File: src/rtl/assert_macros.svh
`ifndef ASSERT_MACROS_SVH
`define ASSERT_MACROS_SVH

// same-cycle implication, sampled on clk, off while arst_n is low
`define KEC_ASSERT_NOW(label, ante, cons, msg) \
	label: assert property (@(posedge clk) disable iff (!arst_n) (ante) |-> (cons)) \
		else $error(msg);

// next-cycle implication, sampled on clk, off while arst_n is low
`define KEC_ASSERT_NEXT(label, ante, cons, msg) \
	label: assert property (@(posedge clk) disable iff (!arst_n) (ante) |=> (cons)) \
		else $error(msg);

`endif

File: src/rtl/kec_pkg.sv
package kec_pkg;

	localparam int unsigned NUM_KEYS   = 128;
	localparam int unsigned FIFO_DEPTH = 256;

	// key table address and scan counter widths
	localparam int unsigned KA_W   = (NUM_KEYS > 1) ? $clog2(NUM_KEYS) : 1;
	localparam int unsigned KCNT_W = $clog2(NUM_KEYS + 1);
	// event queue pointer width
	localparam int unsigned PTR_W  = $clog2(FIFO_DEPTH);
	// key table entry: live bit over 8-bit history
	localparam int unsigned KEY_ENT_W = 9;

	typedef enum logic [1:0] {
		CMD_READ  = 2'd0,
		CMD_WRITE = 2'd1,
		CMD_KEY   = 2'd2,
		CMD_SCAN  = 2'd3
	} cmd_t;

	localparam logic [7:0] ADDR_STATUS  = 8'h00;
	localparam logic [7:0] ADDR_CONTROL = 8'h01;
	localparam logic [7:0] ADDR_EVENT   = 8'h02;

	localparam int unsigned ACK_BIT    = 0;
	localparam int unsigned IRQ_EN_BIT = 0;
	localparam logic [7:0]  EV_RELEASE = 8'h80;

	typedef enum logic [2:0] {
		ST_IDLE,
		ST_POP,
		ST_KEY,
		ST_SCAN,
		ST_RESP
	} kec_state_t;

	typedef struct packed {
		logic            rd_en;
		logic [KA_W-1:0] rd_addr;
		logic            wr_en;
		logic [KA_W-1:0] wr_addr;
		logic            wr_live;
		logic [7:0]      wr_hist;
	} key_req_t;

	typedef struct packed {
		logic       live;
		logic [7:0] hist;
	} key_rsp_t;

	typedef struct packed {
		logic       push;
		logic [7:0] push_data;
		logic       pop;
	} q_req_t;

	typedef struct packed {
		logic       empty;
		logic       one_left;
		logic [7:0] rd_data;
	} q_rsp_t;

endpackage

File: src/rtl/kec_in_if.sv
interface kec_in_if;
	logic       valid;
	logic       ready;
	logic [1:0] command;
	logic [7:0] address;
	logic [7:0] write_data;
	logic [6:0] key_index;
	logic       key_down;

	modport source (
		output valid, command, address, write_data, key_index, key_down,
		input  ready
	);
	modport sink (
		input  valid, command, address, write_data, key_index, key_down,
		output ready
	);
endinterface

File: src/rtl/kec_out_if.sv
interface kec_out_if;
	logic       valid;
	logic       ready;
	logic [7:0] read_data;
	logic       irq_n;

	modport source (
		output valid, read_data, irq_n,
		input  ready
	);
	modport sink (
		input  valid, read_data, irq_n,
		output ready
	);
endinterface

File: src/rtl/kec_ram.sv
module kec_ram #(
	parameter int unsigned WIDTH = 8,
	parameter int unsigned DEPTH = 256,
	localparam int unsigned AW = (DEPTH > 1) ? $clog2(DEPTH) : 1
) (
	input  logic             clk,
	input  logic             we,
	input  logic [AW-1:0]    waddr,
	input  logic [WIDTH-1:0] wdata,
	input  logic             re,
	input  logic [AW-1:0]    raddr,
	output logic [WIDTH-1:0] rdata
);
	logic [WIDTH-1:0] mem_q [DEPTH];
	logic [WIDTH-1:0] rdata_q;

	always_ff @(posedge clk) begin
		if (we) begin
			mem_q[waddr] <= wdata;
		end
		if (re) begin
			rdata_q <= mem_q[raddr];
		end
	end

	assign rdata = rdata_q;
endmodule

File: src/rtl/kec_key_store.sv
module kec_key_store (
	input  logic              clk,
	input  logic              arst_n,
	input  kec_pkg::key_req_t req,
	output kec_pkg::key_rsp_t rsp
);
	import kec_pkg::*;

	logic [NUM_KEYS-1:0]  valid_q;
	logic                 valid_s1;
	logic [KEY_ENT_W-1:0] ram_rdata;

	kec_ram #(
		.WIDTH(KEY_ENT_W),
		.DEPTH(NUM_KEYS)
	) u_ram (
		.clk   (clk),
		.we    (req.wr_en),
		.waddr (req.wr_addr),
		.wdata ({req.wr_live, req.wr_hist}),
		.re    (req.rd_en),
		.raddr (req.rd_addr),
		.rdata (ram_rdata)
	);

	// entries never written read as zero
	always_ff @(posedge clk or negedge arst_n) begin
		if (!arst_n) begin
			valid_q  <= '0;
			valid_s1 <= 1'b0;
		end else begin
			if (req.wr_en) begin
				valid_q[req.wr_addr] <= 1'b1;
			end
			if (req.rd_en) begin
				valid_s1 <= valid_q[req.rd_addr];
			end
		end
	end

	assign rsp.live = valid_s1 & ram_rdata[KEY_ENT_W-1];
	assign rsp.hist = valid_s1 ? ram_rdata[7:0] : 8'h00;
endmodule

File: src/rtl/kec_event_queue.sv
module kec_event_queue (
	input  logic            clk,
	input  logic            arst_n,
	input  kec_pkg::q_req_t req,
	output kec_pkg::q_rsp_t rsp
);
	import kec_pkg::*;

	logic [PTR_W-1:0] head_q;
	logic [PTR_W-1:0] tail_q;
	logic [PTR_W-1:0] head_nxt;
	logic [PTR_W-1:0] tail_nxt;
	logic [7:0]       ram_rdata;

	function automatic logic [PTR_W-1:0] ptr_next(input logic [PTR_W-1:0] p);
		return (32'(p) == FIFO_DEPTH - 1) ? '0 : p + 1'b1;
	endfunction

	assign head_nxt = ptr_next(head_q);
	assign tail_nxt = ptr_next(tail_q);

	kec_ram #(
		.WIDTH(8),
		.DEPTH(FIFO_DEPTH)
	) u_ram (
		.clk   (clk),
		.we    (req.push),
		.waddr (head_q),
		.wdata (req.push_data),
		.re    (req.pop),
		.raddr (tail_q),
		.rdata (ram_rdata)
	);

	// no overflow guard: head simply laps the tail
	always_ff @(posedge clk or negedge arst_n) begin
		if (!arst_n) begin
			head_q <= '0;
			tail_q <= '0;
		end else begin
			if (req.push) begin
				head_q <= head_nxt;
			end
			if (req.pop) begin
				tail_q <= tail_nxt;
			end
		end
	end

	assign rsp.empty    = (head_q == tail_q);
	assign rsp.one_left = (tail_nxt == head_q);
	assign rsp.rd_data  = ram_rdata;
endmodule

File: src/rtl/keyboard_event_controller_core.sv
// Keyboard event controller behind a byte register bus. Each input transfer is one bus
// command (register read, register write, key state update or scan tick) and gives
// exactly one output transfer carrying the read byte and the interrupt line after the
// command. Items are handled one at a time. Writes and reads of status, control, unmapped
// addresses or an empty event queue go straight to the response state; an event pop
// from a non-empty queue (0x02) and a history read (0x80..0xFF) first wait on the
// registered read of the event memory or the key table; a key state update does a
// read-modify-write of its key table entry; a scan tick does one key table read and
// write-back per key. A new input transfer is taken as soon as the controller is
// back in idle, even while the previous result is still held in the output
// register. The key table is cleared by per-entry valid bits, so no clearing
// pass runs after reset.
// empty_code may only be written while no command is in progress.
`include "assert_macros.svh"

module keyboard_event_controller_core (
	input  logic       clk,
	input  logic       arst_n,
	input  logic       cfg_we,
	input  logic [7:0] cfg_wdata,
	kec_in_if.sink     req,
	kec_out_if.source  rsp
);
	import kec_pkg::*;

	// controller state
	kec_state_t state_q;
	kec_state_t next_state;

	// software visible registers and flags
	logic [7:0] empty_code_q;
	logic [7:0] control_q;
	logic       pending_q;
	logic       irq_flag_q;
	logic       irq_line_q;

	// captured command
	cmd_t            cmd_q;
	logic [KA_W-1:0] key_q;
	logic            down_q;
	logic [7:0]      res_q;

	// output register
	logic       out_valid_q;
	logic [7:0] out_data_q;
	logic       out_irq_n_q;

	// scan walk: read stage counter and write-back stage
	logic [KCNT_W-1:0] scan_cnt_q;
	logic              scan_v_s1;
	logic [KA_W-1:0]   scan_idx_s1;

	key_req_t key_req;
	key_rsp_t key_rsp;
	q_req_t   q_req;
	q_rsp_t   q_rsp;

	logic       accept;
	logic       out_free;
	logic       key_ok;
	logic       hist_ok;
	logic       scan_issue;
	logic [7:0] scan_hist;
	logic       ev_push;
	logic [7:0] ev_byte;
	logic [7:0] imm_rd;
	logic       res_ld;
	logic [7:0] res_nxt;
	logic       pend_clr;

	kec_key_store u_keys (
		.clk    (clk),
		.arst_n (arst_n),
		.req    (key_req),
		.rsp    (key_rsp)
	);

	kec_event_queue u_queue (
		.clk    (clk),
		.arst_n (arst_n),
		.req    (q_req),
		.rsp    (q_rsp)
	);

	assign req.ready = (state_q == ST_IDLE);
	assign accept    = req.valid & req.ready;
	// output register can take a new result this cycle
	assign out_free  = !out_valid_q || rsp.ready;

	assign rsp.valid     = out_valid_q;
	assign rsp.read_data = out_data_q;
	assign rsp.irq_n     = out_irq_n_q;

	// range checks for key updates and history reads
	assign key_ok  = 32'(req.key_index) < NUM_KEYS;
	assign hist_ok = req.address[7] && (32'(req.address[6:0]) < NUM_KEYS);

	assign scan_issue = 32'(scan_cnt_q) < NUM_KEYS;

	// new history of the key in write-back: old history shifted, live bit in at bit 0
	assign scan_hist = {key_rsp.hist[6:0], key_rsp.live};
	// lowest two bits 01 is a press, 10 a release
	assign ev_push   = scan_v_s1 && (scan_hist[1] ^ scan_hist[0]);
	assign ev_byte   = scan_hist[1] ? (EV_RELEASE | 8'(scan_idx_s1)) : 8'(scan_idx_s1);

	// reads answered without touching a memory
	always_comb begin
		case (req.address)
			ADDR_STATUS:  imm_rd = {irq_flag_q, 6'b000000, pending_q};
			ADDR_CONTROL: imm_rd = control_q;
			ADDR_EVENT:   imm_rd = empty_code_q;
			default:      imm_rd = 8'h00;
		endcase
	end

	always_ff @(posedge clk or negedge arst_n) begin
		if (!arst_n) begin
			state_q <= ST_IDLE;
		end else begin
			state_q <= next_state;
		end
	end

	always_comb begin
		next_state = state_q;
		key_req    = '0;
		q_req      = '0;
		res_ld     = 1'b0;
		res_nxt    = 8'h00;
		pend_clr   = 1'b0;
		case (state_q)
			ST_IDLE: begin
				if (accept) begin
					res_ld     = 1'b1;
					next_state = ST_RESP;
					case (req.command)
						CMD_READ: begin
							res_nxt = imm_rd;
							if (req.address == ADDR_EVENT && !q_rsp.empty) begin
								// pop: pending drops when this takes the last entry
								q_req.pop  = 1'b1;
								pend_clr   = q_rsp.one_left;
								next_state = ST_POP;
							end else if (hist_ok) begin
								key_req.rd_en   = 1'b1;
								key_req.rd_addr = req.address[KA_W-1:0];
								next_state      = ST_KEY;
							end
						end
						CMD_WRITE: begin
							// register writes are done in the datapath below
						end
						CMD_KEY: begin
							if (key_ok) begin
								key_req.rd_en   = 1'b1;
								key_req.rd_addr = req.key_index[KA_W-1:0];
								next_state      = ST_KEY;
							end
						end
						default: begin
							next_state = ST_SCAN;
						end
					endcase
				end
			end
			ST_POP: begin
				res_ld     = 1'b1;
				res_nxt    = q_rsp.rd_data;
				next_state = ST_RESP;
			end
			ST_KEY: begin
				if (cmd_q == CMD_KEY) begin
					// write back the new live bit, history unchanged
					key_req.wr_en   = 1'b1;
					key_req.wr_addr = key_q;
					key_req.wr_live = down_q;
					key_req.wr_hist = key_rsp.hist;
				end else begin
					res_ld  = 1'b1;
					res_nxt = key_rsp.hist;
				end
				next_state = ST_RESP;
			end
			ST_SCAN: begin
				// read key n while key n-1 is written back
				if (scan_issue) begin
					key_req.rd_en   = 1'b1;
					key_req.rd_addr = scan_cnt_q[KA_W-1:0];
				end
				if (scan_v_s1) begin
					key_req.wr_en   = 1'b1;
					key_req.wr_addr = scan_idx_s1;
					key_req.wr_live = key_rsp.live;
					key_req.wr_hist = scan_hist;
				end
				q_req.push      = ev_push;
				q_req.push_data = ev_byte;
				if (!scan_issue) begin
					next_state = ST_RESP;
				end
			end
			ST_RESP: begin
				if (out_free) begin
					next_state = ST_IDLE;
				end
			end
			default: begin
				next_state = ST_IDLE;
			end
		endcase
	end

	// control registers and flags, scan counter and output valid
	always_ff @(posedge clk or negedge arst_n) begin
		if (!arst_n) begin
			empty_code_q <= 8'h00;
			control_q    <= 8'h00;
			pending_q    <= 1'b0;
			irq_flag_q   <= 1'b0;
			irq_line_q   <= 1'b1;
			scan_cnt_q   <= '0;
			scan_v_s1    <= 1'b0;
			out_valid_q  <= 1'b0;
		end else begin
			if (cfg_we) begin
				empty_code_q <= cfg_wdata;
			end
			if (accept && req.command == CMD_WRITE) begin
				if (req.address == ADDR_STATUS && req.write_data[ACK_BIT]) begin
					// interrupt acknowledge
					irq_line_q <= 1'b1;
					irq_flag_q <= 1'b0;
				end else if (req.address == ADDR_CONTROL) begin
					control_q <= req.write_data;
				end
			end
			if (q_req.push) begin
				pending_q <= 1'b1;
				if (control_q[IRQ_EN_BIT]) begin
					irq_line_q <= 1'b0;
					irq_flag_q <= 1'b1;
				end
			end
			if (pend_clr) begin
				pending_q <= 1'b0;
			end
			if (accept) begin
				scan_cnt_q <= '0;
			end else if (state_q == ST_SCAN && scan_issue) begin
				scan_cnt_q <= scan_cnt_q + 1'b1;
			end
			scan_v_s1 <= (state_q == ST_SCAN) && scan_issue;
			if (state_q == ST_RESP && out_free) begin
				out_valid_q <= 1'b1;
			end else if (rsp.ready) begin
				out_valid_q <= 1'b0;
			end
		end
	end

	// payload registers
	always_ff @(posedge clk) begin
		if (accept) begin
			cmd_q  <= cmd_t'(req.command);
			key_q  <= req.key_index[KA_W-1:0];
			down_q <= req.key_down;
		end
		if (res_ld) begin
			res_q <= res_nxt;
		end
		if (state_q == ST_SCAN) begin
			scan_idx_s1 <= scan_cnt_q[KA_W-1:0];
		end
		if (state_q == ST_RESP && out_free) begin
			out_data_q  <= res_q;
			out_irq_n_q <= irq_line_q;
		end
	end

	// interrupt line and flag always move together
	`KEC_ASSERT_NOW(a_irq_pair, !irq_line_q, irq_flag_q, "irq line low without irq flag")
	// pending flag is only clear when the queue is empty
	`KEC_ASSERT_NOW(a_pending_empty, !pending_q, q_rsp.empty, "events queued but pending clear")
	// write-back stage is only busy during a scan
	`KEC_ASSERT_NOW(a_scan_stage, scan_v_s1, state_q == ST_SCAN, "scan write-back outside scan")
	// a transfer in always starts work
	`KEC_ASSERT_NEXT(a_accept_busy, accept, state_q != ST_IDLE, "idle right after a transfer")
endmodule

File: src/flat_wrapper.sv
// flat-port wrapper written by rule: the top's interface ports become plain ports
module keyboard_event_controller_core_flat import kec_pkg::*;
  (clk, arst_n, cfg_we, cfg_wdata, req_valid, req_command, req_address, req_write_data, req_key_index, req_key_down, req_ready, rsp_valid, rsp_read_data, rsp_irq_n, rsp_ready);
  kec_in_if req_i ();
  kec_out_if rsp_i ();
  input  logic clk;
  input  logic arst_n;
  input  logic cfg_we;
  input  logic [7:0] cfg_wdata;
  input wire logic [$bits(req_i.valid)-1:0] req_valid;
  input wire logic [$bits(req_i.command)-1:0] req_command;
  input wire logic [$bits(req_i.address)-1:0] req_address;
  input wire logic [$bits(req_i.write_data)-1:0] req_write_data;
  input wire logic [$bits(req_i.key_index)-1:0] req_key_index;
  input wire logic [$bits(req_i.key_down)-1:0] req_key_down;
  output wire logic [$bits(req_i.ready)-1:0] req_ready;
  output wire logic [$bits(rsp_i.valid)-1:0] rsp_valid;
  output wire logic [$bits(rsp_i.read_data)-1:0] rsp_read_data;
  output wire logic [$bits(rsp_i.irq_n)-1:0] rsp_irq_n;
  input wire logic [$bits(rsp_i.ready)-1:0] rsp_ready;
  assign req_i.valid = req_valid;
  assign req_i.command = req_command;
  assign req_i.address = req_address;
  assign req_i.write_data = req_write_data;
  assign req_i.key_index = req_key_index;
  assign req_i.key_down = req_key_down;
  assign req_ready = req_i.ready;
  assign rsp_valid = rsp_i.valid;
  assign rsp_read_data = rsp_i.read_data;
  assign rsp_irq_n = rsp_i.irq_n;
  assign rsp_i.ready = rsp_ready;
  keyboard_event_controller_core u_core (.clk(clk), .arst_n(arst_n), .cfg_we(cfg_we), .cfg_wdata(cfg_wdata), .req(req_i), .rsp(rsp_i));
endmodule
File: config.mk
export PLATFORM = sky130hd
export DESIGN_NAME = keyboard_event_controller_core_flat
export DESIGN_NICKNAME = d
export VERILOG_FILES = /design/src/rtl/kec_pkg.sv /design/src/rtl/kec_in_if.sv /design/src/rtl/kec_out_if.sv /design/src/rtl/kec_ram.sv /design/src/rtl/kec_key_store.sv /design/src/rtl/kec_event_queue.sv /design/src/rtl/keyboard_event_controller_core.sv /design/src/flat_wrapper.sv
export VERILOG_INCLUDE_DIRS = /design/src /design/src/rtl
export SDC_FILE = /design/constraint.sdc
export NUM_CORES = 2
export LEC_CHECK = 0
export BUFFER_PORTS_ARGS = -buffer_cell sky130_fd_sc_hd__buf_2
export CAP_MARGIN = 20
export CORE_ASPECT_RATIO = 1.2
export CORE_MARGIN = 4
export CORE_UTILIZATION = 57
export DETAILED_ROUTE_END_ITERATION = 10
export PLACE_DENSITY = 0.83
export SETUP_SLACK_MARGIN = 0.1
export SYNTH_ARGS = -nofsm -noshare
export SYNTH_HDL_FRONTEND = slang
export SYNTH_HIERARCHICAL = 1
export SYNTH_SLANG_ARGS = --single-unit
File: constraint.sdc
create_clock -name clk -period 5.5 [get_ports clk]
set_input_delay 1.375 -clock clk [delete_from_list [all_inputs] [get_ports clk]]
set_output_delay 1.375 -clock clk [all_outputs]
set_load 0.02 [all_outputs]
==> results.md <==
* Area of the multi-input gates at 30,260 um2
* YS warnings at 6
* Commonest non-fill, non-tap cell in the layout: edfxtp_1
* R2R Path End: u_core/u_keys/u_ram/mem_q[94][2]$_DFFE_PP_
* Post-Place Cells at 9,424
* Post-Synthesis Cell Area at 134,300 um2
* Hold Crit Class: reg2reg
* CTS tree: built
* Ys flop type: edfxtp_1
* Core Rows at 194
* Gpl congestion at 0.9360
* # resized after CTS at 0
* Area delta synth->final at 11.68%
* Hold depth at 0
* Total CTS buffers at 312
* Total Power at 52.83 mW
* Final setup violation count at 0
* Post-synth EDFFs at 3,251
* Rel. slew slack at 14.73%
* Reg2reg start: u_core/state_q[1]$_DFFE_PN0P_
* Unique masters post-synth at 92
* Metal-1 WL at 114,800 um
* Most frequent cells in the layout: 3,251 x edfxtp_1, 859 x mux4_2, 444 x nor2_1, 321 x clkbuf_16, 216 x buf_4
* CP max stage cell: nand3_1
* FILL cells at 13,800
* H-tree Lvls at 5
* Final ANT Viol Nets at 0
* Final number of max-transition violations at 0
* Final hold vios at 0
* Storage cell area at 102,100 um2
* Io pins at 50
* Routed via count at 72,400
* Die width at 451.1 um
* Post-DP HPWL at 204,100 um
* Final Skew at 0.07798 ns
* Hold path endpoint: u_core/rsp.read_data[6]$_DFFE_PP_
* Max stage delay on crit path at 0.75 ns
* RSZ-0062 raised after global routing: false
* Root Driver: clkbuf_16
* Syn_area_per_cell at 21.09 um2
* Die height at 539.7 um
* Non-filler cells, final at 10,020
* Top Layer Used: met5
* Clock sink total at 3,428
* Seq/Total Area, Yosys at 76.01%
* Nets@finish at 6,669
* CORE AREA at 233,500 um2
* R2R setup slack at 0.81 ns
* Startpoint type of the worst setup path: flop
* CP Launch Point: u_core/state_q[1]$_DFFE_PN0P_
* Initial antenna violation count at 12
* Router iterations before antenna repair at 10
* Clock Latency Late Sink at 0.89 ns
* Metal2 WL at 179,000 um
* Final period utilization at 85.22%
* Leak at 41.34 nW
* Setup bufs post-CTS at 0
* Share of cells above drive strength 1 at 25.60%
* Grt total ovfl at 0
* Fin util at 64.22%
* Drt wl/cell at 36.95 um
* CP max FO at 15
* Worst-path clk slew at 0.07 ns
* Worst Reg2Reg Path Length in Cells at 6
* Mapped Nets at 6,409
* CTS Hold Bufs at 0
* Global-route wire length before repair at 528,000 um
* Routed wl met3 at 50,110 um
* Max Root-Sink Buffers at 4
* Total GRT Usage at 29.86%
* Pwr per Cell Area at 352.3 nW/um2
* DR vias/cell at 7.224
* Starting density of the core at 57.50%
* TNS Setup at 0 ns
* Arr. time, crit path at 5.17 ns
* Maxcap violations at 0
* Outcome: finished, final reports clean
* Largest net degree at the start of global routing at 165
* Worst VDD drop at 0.2742 mV
* Gate Count Post-Synth at 6,367
* Residual DRC at 0
* F_max at 0.2134 GHz
* Crit path cell chain: nor4b_4 -> or2_1 -> nor2b_1 -> nand3_1 -> buf_4 -> nor2_1
* Die area at 243,400 um2
* Vias in the first global route at 72,970
* DRT iter0 DRCs at 13,060
* Slew @ Worst Pin at 1.269 ns
* Crit path required time at 5.98 ns
* CP Class: reg2reg
* WL final at 370,300 um
* Yosys reg bits at 3,428
* Fin crit period at 4.687 ns
* Async set or reset register ratio after synthesis at 5.163%
* Port bufs at 49
* Worst Hold Launch: u_core/res_q[6]$_DFFE_PP_
* CP endpoint kind: flop
[critical path: cells and delay by family, from the launching register on]
kind,cells,cell delay (ns)
flops,1,0.68
simple gates,5,3.07
buf+inv,1,0.49
[metal layers]
metal | vias up | GRT usage (%)
met3 | 1557 | 8.206
met5 | - | 0
met4 | 8 | 16.08
met1 | 36750 | 37.68
met2 | 7064 | 47.63
li1 | 27020 | -
[where the power goes]
group	leakage [nW]	internal, mW	switching, mW
Combinational	8.90	0.520	0.887
Clock	5.15	13.1	9.85
Sequential	27.3	28.4	0.0932
Total	41.3	42.0	10.8
[flip-flops by register name, indices dropped and copies added (netlist names), 2 cells and up]
name / count
u_core/cmd_q: 2
u_core/scan_idx_s1: 7
u_core/state_q: 3
u_core/u_queue/u_ram/rdata: 8
u_core/u_queue/tail_q: 8
u_core/u_keys/u_ram/rdata: 9
u_core/res_q: 8
u_core/control_q: 8
u_core/rsp.read_data: 8
u_core/u_queue/u_ram/mem_q: 2048
u_core/u_keys/valid_q: 128
u_core/u_keys/u_ram/mem_q: 1152
u_core/u_queue/head_q: 8
u_core/key_q: 7
u_core/empty_code_q: 8
u_core/scan_cnt_q: 8
[final cells by class]
cell class | count | share of cell area (%)
Antenna cell | 14 | 0.02336
Sequential cell | 3428 | 68.07
Inverter | 7 | 0.01752
Multi-Input combinational cell | 2547 | 20.18
Timing Repair Buffer | 331 | 2.052
Tap cell | 3136 | 2.617
Clock inverter | 191 | 1.555
Clock buffer | 367 | 5.492
[stage by stage]
step                hold WS (ns)  area (um2)  worst slack, ns
CTS                       0.4216      149600           0.9523
detailed placement        0.4054      139000           0.4231
floorplan                 0.4003      134300           0.1379
finish                    0.4250      150000           0.8129
global route              0.4306      149900           0.7354
global placement          0.4055      139000           0.4114
[cells by family after synthesis]
kind of cell    Yosys count  share of synthesized area (%)
compound gates          620                          3.299
xor+xnor                 28                         0.1826
simple gates            855                          2.994
buf+inv                 392                          1.614
flops                  3428                          76.01
mux                    1041                          15.88
fa+ha+maj                 3                        0.02796
[synth_stat cells (29+ instances only)]
cell type	n	share of area (%)
a22oi_1	155	0.87
buf_4	43	0.24
o221ai_1	46	0.30
nor2_1	447	1.2
mux4_2	859	14
dfrtp_1	176	3.3
a21oi_1	115	0.43
a21o_1	89	0.50
clkbuf_1	196	0.55
mux2i_1	145	1.1
buf_2	62	0.23
o22ai_1	29	0.14
nor2b_1	50	0.23
nand3_1	56	0.21
o21bai_1	41	0.23
nor3_1	44	0.16
nand2_1	99	0.28
edfxtp_1	3251	73
buf_1	39	0.11
nor4_1	29	0.14
[worst max-delay path by stage]
stage	to	slack, ns	cells after the start
global placement	u_core/u_keys/u_ram/rdata[4]$_DFFE_PP_	0.41	11
detailed placement	u_core/u_keys/u_ram/rdata[4]$_DFFE_PP_	0.42	11
finish	u_core/u_keys/u_ram/mem_q[94][2]$_DFFE_PP_	0.81	6
CTS	u_core/u_keys/u_ram/rdata[8]$_DFFE_PP_	0.95	10
floorplan	u_core/u_queue/u_ram/mem_q[0][0]$_DFFE_PP_	0.14	4
global route	u_core/u_keys/u_ram/rdata[8]$_DFFE_PP_	0.74	10
Power figures use the tool's default switching activity.
